[src/design/mmf_ram.sv]
// single-port-write, single-port-read synchronous ram with a registered read
// depends on nothing
module mmf_ram #(
  parameter int DEPTH = 16,
  parameter int WIDTH = 8
) (
  input  logic                     clk,
  input  logic                     we,
  input  logic [$clog2(DEPTH)-1:0] waddr,
  input  logic [WIDTH-1:0]         wdata,
  input  logic [$clog2(DEPTH)-1:0] raddr,
  output logic [WIDTH-1:0]         rdata
);

  logic [WIDTH-1:0] mem [DEPTH];

  always_ff @(posedge clk) begin
    if (we) begin
      mem[waddr] <= wdata;
    end
    rdata <= mem[raddr];
  end

endmodule

[config.mk]
export PLATFORM = sky130hd
export DESIGN_NAME = mmf_ram
export DESIGN_NICKNAME = d
export VERILOG_FILES = /design/src/design/mmf_ram.sv
export SDC_FILE = /design/constraint.sdc
export NUM_CORES = 1
export LEC_CHECK = 0
export ABC_AREA = 0
export BUFFER_PORTS_ARGS = -buffer_cell sky130_fd_sc_hd__buf_4
export CAP_MARGIN = 20
export CORE_MARGIN = 1
export CORE_UTILIZATION = 35
export CTS_BUF_LIST = sky130_fd_sc_hd__clkbuf_8
export CTS_CLUSTER_SIZE = 14
export DETAILED_ROUTE_END_ITERATION = 10
export HOLD_SLACK_MARGIN = 0.1
export SLEW_MARGIN = 20
export SYNTH_ARGS = -nofsm -noshare
export SYNTH_HDL_FRONTEND = slang
export SYNTH_SLANG_ARGS = --single-unit
[constraint.sdc]
create_clock -name clk -period 2.13 [get_ports clk]
set_clock_uncertainty 0.2 [all_clocks]
set_input_delay 0.213 -clock clk [delete_from_list [all_inputs] [get_ports clk]]
set_output_delay 0.213 -clock clk [all_outputs]
set_load 0.005 [all_outputs]
# ---- After elaboration in Yosys (flattened, before gate mapping)
# Memory sizes are Yosys's and may differ from the RTL's. A register that Yosys moved wholly into a read port is not among the register bits.
# Cells that the tools add are included.
dict set report classes {
  mux 2
}
# cell n
set op_table {}
lappend op_table {{2-to-1 mux 1 bit} 2}
dict set report word_totals {
  ff_bits 0
  ramBits 128
  in_bits 18
  out_inout_bits 8
  wordCells 3
  mem_count 1
}
# memory words width read_ports rd_ports_with_merged_regs write_ports line_no
set memory_table {}
lappend memory_table {mem 16 8 1 1 1 15} ;# logic [WIDTH-1:0] mem [DEPTH];

# ---- Longest topological paths before layout
# Gate-level depths: netlist of the first run.
dict set report logic_depth {
  word_depth 2
  depth_mapped 5
  depth_no_buf 3
}

# ---- Worst setup path after synthesis of the first run
# OpenSTA, ideal clock, no wires.
dict set report synth_timing {
  path_kind {in2reg}
  start {in waddr[2]}
  end {mem mem[0][0], enable pin}
  setup_ps 383
  t_arrival_ps 1323
  t_required_ps 1547
  path_slack_ps 224
  cell_stages 2
  n_path_buf 0
  path_cell_list {or3b_2 -> nor3_1}
}
# item line_no
set synth_rtl {}
lappend synth_rtl {{from (decl)} 9} ;# input logic [$clog2(DEPTH)-1:0] waddr,
lappend synth_rtl {{to (decl)} 15}
# No word-level cell before the write port.

# ---- Worst setup path in the final report of the first run
dict set report layout_timing {
  start {in waddr[1]}
  end {mem mem[0][4], enable pin}
}
# No word-level cell before the write port.

==> run_results.csv, run 1 <==
group,metric,value,unit
run_status,status,"finished, final reports clean",
job,drv_cap,0,
clock_tree,path_clk_slew,0.07,ns
floorplan,initial_core_util,36.5,%
floorplan,fp-row-count,43,
synthesis,ys_ff_latch,136,
clock_tree,clk_latency,0.43,ns
clock_tree,cts_resized,0,
synthesis,synth_area,5150,sq um
timing,hold_viol_final,0,
synthesis,synthCells,229,
synthesis,synth_warnings,0,
clock_tree,holdBufCountCts,13,
critical_path,end_kind,"register",
clock_tree,clock_sinks,136,
placed_design,gp_congestion,0.736,
timing,drv_slew,0,
final_layout,finalNetCount,315,
critical_path,worstPathMaxFanout,8,
final_layout,drive_gt1_share,29.0,%
synthesis,synth_area_leaders,"edfxtp_1 75%, mux4_2 7.9%, mux4_1 7.1%",
power,p_per_area,882,nW/um^2
global_route,grt_start_max_net_pins,21,
clock_tree,htreeDepth,4,
clock_tree,cts_inserted_buffers,17,
power,cellLeakagePower,0.00211,uW
clock_tree,cts_buffer_depth,2,
critical_path,start_kind,"input pin",
global_route,grt_pass1_wl,15400,microns
timing,rsz0062_at_grt,"false",
drt,drc_errors,0,
floorplan,die_w,123,microns
global_route,grt_pass1_vias,2624,
drt,ant_nets,0,
floorplan,core,14100,sq um
timing,maxSlewHeadroom,73.7,%
synthesis,seq_area_frac_synth,77.8,%
global_route,antenna_found_initial,1,
placed_design,dp.final_hpwl,6640,microns
synthesis,netlist.area_leader.share,74.7,%
floorplan,design.die.area,15200,sq um
drt,wire_per_inst,20.5,microns
synthesis,syn_nets,247,
synthesis,synth_cell_types,19,
drt,wirelength,10100,microns
clock_tree,cts-root-buf,"clkbuf_8",
timing,fin_setup_tns,0,ns
final_layout,syn2layout_area_growth,20.5,%
synthesis,syn_area_per_cell,22.5,sq um
global_route,grtUsageTotal,14.9,%
timing,worst_pin_slew,0.394,ns
floorplan,die_y,123,microns
timing,setup_viol,0,
worst_hold_path,min_path_type,"input pin to register",
critical_path,crit_arrival,1.82,ns
clock_tree,post-cts-setup-buffer-count,0,
critical_path,worstPathRequired,2.06,ns
placed_design,port_buffers,25,
global_route,overflow,0,
drt,via_per_inst,5.06,
synthesis,synth_top_area_cell,"edfxtp_1",
drt,drt_iter0_markers,118,
power,total_power,5470,uW
clock_tree,cts_tree,"built",
timing,fin_ws,0.242,ns
placed_design,preCtsSetupSlack,0.247,ns
timing,fmax,530,MHz
drt,firstDrtPassIters,5,
timing,fin_crit_sh,88.6,%
timing,layout_min_cycle_time,1.89,ns
power,peakVddDrop,0.000541,V
critical_path,worstSetupPathType,"input pin to register",
drt,via_count,2486,
floorplan,num_io_pins,26,
per-layer routing:
layer	wire length [microns]	up-vias	track usage (%)	part of all wire, %
met4	161	0	7.15	1.6
met1	4850	1304	20.8	48
li1	-	1113	-	-
met3	389	13	4.11	3.9
met2	4660	56	21.8	46
met5	0	-	0	0
state kept, by name, summed over array words and instances, names as in the netlist:
name   flops
mem      128
rdata      8
cell type report:
type	instances	area [sq um]
clock buffer	17	234
antenna	1	2.50
clock inverter	15	169
tap	180	225
timing repair buffer	59	513
multi-input combinational	83	1060
fill	1216	7890
sequential	136	4000
power by group:
part,switching [uW],internal (uW)
clock,907,1240
combinational,158,158
sequential,20.4,2990
total,1090,4390
cells by family after synthesis:
| kind of cell | share of synthesized area [%] |
|---|---|
| muxes | 15.0 |
| buffers and inverters | 1.68 |
| AOI/OAI and AO/OA | 2.33 |
| DFF | 77.8 |
| and+or+nand+nor | 3.18 |
final timing paths:
path,startpoint,end,slack [ns],depth (start not counted)
setup / recovery,waddr[1],mem[0][4],0.24,5
hold / removal,raddr[2],rdata[3],0.18,5
setup reg to reg,mem[10][5],rdata[5],0.55,3
hold reg to reg,mem[6][6],rdata[6],0.47,3
synth_stat cells (all sizes together):
| library cell | number |
|---|---|
| and2b | 1 |
| clkdlybuf4s25 | 3 |
| and2 | 1 |
| nand3 | 1 |
| mux4 | 32 |
| a22oi | 16 |
| nor2b | 1 |
| nand2 | 9 |
| nand3b | 2 |
| nor2 | 13 |
| edfxtp | 128 |
| or3b | 1 |
| nand2b | 2 |
| buf | 7 |
| dfxtp | 8 |
| nor3 | 4 |
stage by stage:
| step | hold slack [ns] | instances | util, % | instance area, sq um |
|---|---|---|---|---|
| after global placement | 0.319 | 445 | 40.2 | 5670 |
| after global routing | 0.187 | 491 | 44.0 | 6200 |
| after detailed placement | 0.331 | 445 | 40.2 | 5670 |
| after CTS | 0.153 | 490 | 44.0 | 6200 |
| after floorplan | 0.112 | 229 | - | 5150 |
| final | 0.180 | 491 | 44.0 | 6200 |
cell usage in the layout (no fill, tap or decap), drive strengths merged:
cell         netlist  layout
and2b              1       1
diode              0       1
nor2              13      13
clkinv             0       6
clkbuf             0      17
edfxtp           128     128
nand3b             2       2
nand2              9       9
dlygate4sd3        0      13
nand3              1       1
a22oi             16      16
nor2b              1       1
and2               1       1
nor3               4       4
dfxtp              8       8
bufinv             0       4
clkinvlp           0       1
or3b               1       1
nand2b             2       2
buf                7      46
inv                0       4
mux4              32      32
critical path: stages:
cell and delay, ns:
dlygate4sd3_1 0.53, buf_4 0.16, nor3_1 0.17, dlygate4sd3_1 0.57, buf_4 0.19
(Power assumes the default switching activity.)
==> run 2: changes to the inputs <==
REMOVE_ABC_BUFFERS = 1   (was default)
TNS_END_PERCENT = 1   (was default)
==> run 2 against run 1 <==
Against the previous run:
- via count is 1.5% lower
- hold slack got worse by 0.020 ns
- sequential share of layout area rose by 0.88 points
- design area down 1.4%
- largest cell class unchanged
==> run_results.csv, run 2 (synthesized netlist as in run 1, its figures left out) <==
group,metric,value,unit
run_status,status,"finished, final reports clean",
critical_path,cp_slowest_cell,"dlygate4sd3_1",
clock_tree,clk_latency,0.43,ns
placed_design,dp.final_hpwl,6470,microns
final_layout,regArea,4000,sq um
clock_tree,clock_sinks,136,
clock_tree,cts_buffer_depth,2,
floorplan,fp-row-count,43,
final_layout,largest_registers,"mem (128), rdata (8)",
final_layout,multiInputGateArea,1060,sq um
drt,dr_wl_met3,479,microns
clock_tree,htreeDepth,4,
global_route,grt_start_max_net_pins,17,
drt,ant_nets,0,
final_layout,num-fill-cells,1235,
clock_tree,cts_inserted_buffers,17,
power,total_power,5240,uW
drt,drt-met1-wl,4960,microns
floorplan,design.die.area,15200,sq um
critical_path,crit_chain,"dlygate4sd3_1 > buf_4 > nor3_1 > dlygate4sd3_1 > buf_4",
global_route,grt_pass1_wl,15200,microns
power,p_per_area,856,nW/um^2
floorplan,core,14100,sq um
power,cellLeakagePower,0.00207,uW
final_layout,antennaDiodeCount,0,
final_layout,top_register,"mem",
drt,drc_errors,0,
critical_path,worstPathRequired,2.07,ns
drt,wire_per_inst,21.0,microns
drt,via_count,2449,
critical_path,slowest_delay,0.57,ns
floorplan,die_w,123,microns
timing,fin_crit_sh,89.2,%
timing,worst_pin_slew,0.611,ns
critical_path,start_kind,"input pin",
clock_tree,cts_tree,"built",
timing,hold_viol_final,0,
floorplan,num_io_pins,26,
global_route,antenna_found_initial,0,
drt,firstDrtPassIters,4,
global_route,overflow,0,
final_layout,syn2layout_area_growth,18.9,%
global_route,grtUsageTotal,15.0,%
drt,drt_iter0_markers,211,
drt,dr_wl_met2,4760,microns
final_layout,drive_gt1_share,28.9,%
timing,layout_min_cycle_time,1.90,ns
floorplan,die_y,123,microns
timing,setup_viol,0,
placed_design,port_buffers,25,
critical_path,worstPathMaxFanout,8,
final_layout,mostFrequentLayoutCell,"edfxtp_1",
drt,via_per_inst,5.02,
placed_design,gp_congestion,0.703,
final_layout,final_cell_mix,"128 x edfxtp_1, 44 x buf_4, 18 x mux4_2",
timing,maxSlewHeadroom,59.1,%
global_route,grt_pass1_vias,2509,
clock_tree,path_clk_slew,0.07,ns
timing,hold_ws,0.160,ns
critical_path,end_kind,"register",
job,drv_cap,0,
final_layout,largest_reg_flops,128,
timing,fin_setup_tns,0,ns
clock_tree,cts-root-buf,"clkbuf_8",
drt,wirelength,10300,microns
timing,rsz0062_at_grt,"false",
critical_path,worstSetupPathType,"input pin to register",
timing,drv_slew,0,
timing,fmax,526,MHz
critical_path,crit_arrival,1.84,ns
worst_hold_path,min_path_type,"input pin to register",
floorplan,initial_core_util,36.5,%
clock_tree,cts_resized,0,
power,peakVddDrop,0.000498,V
drt,routed.top_layer,"met4",
final_layout,finalNetCount,313,
-- run 2: through the flow --
step                      instances  utilization (%)  setup WS, ns  instance area (sq um)
after detailed placement        445             40.1         0.171                   5660
after floorplan                 219                -         0.224                   5060
after global placement          445             40.1         0.219                   5660
after global routing            488             43.4         0.209                   6120
after CTS                       488             43.4         0.285                   6120
final                           488             43.4         0.229                   6120
-- run 2: report_power, final --
group | total, uW | switching [uW] | internal, uW
logic | 320 | 167 | 154
registers | 3010 | 18.0 | 2990
clock network | 1910 | 912 | 997
-- run 2: what timing repair did --
| item | CTS | global route |
|---|---|---|
| endpoints found under the hold margin | 160 | 0 |
| hold buffers | 11 | 0 |
| buffers inserted | 0 | 0 |
-- run 2: path summary, 6_finish.rpt --
check | to | slack [ns] | from | cells past startpoint
hold / removal | rdata[3] | 0.16 | raddr[3] | 4
setup / recovery | mem[0][2] | 0.23 | waddr[1] | 5
hold reg to reg | rdata[1] | 0.48 | mem[4][1] | 3
setup reg to reg | rdata[5] | 0.45 | mem[2][5] | 3
-- run 2: final cells by class --
class                      instances  share of cell area, %
timing repair buffer              57                   7.85
clock inverter                    15                   1.96
multi-input combinational         83                   17.3
sequential                       136                   65.4
clock buffer                      17                   3.82
tap                              180                   3.68
-- run 2: worst max-delay path, delay by kind of cell --
family | cells | cell delay (ns)
buffers and inverters | 4 | 1.45
AND/OR/NAND/NOR | 1 | 0.17
-- run 2: per-layer routing --
metal	up-vias	track usage (%)
met3	7	3.74
met5	-	0
met2	68	22.0
met4	0	7.00
met1	1273	21.1
li1	1101	-
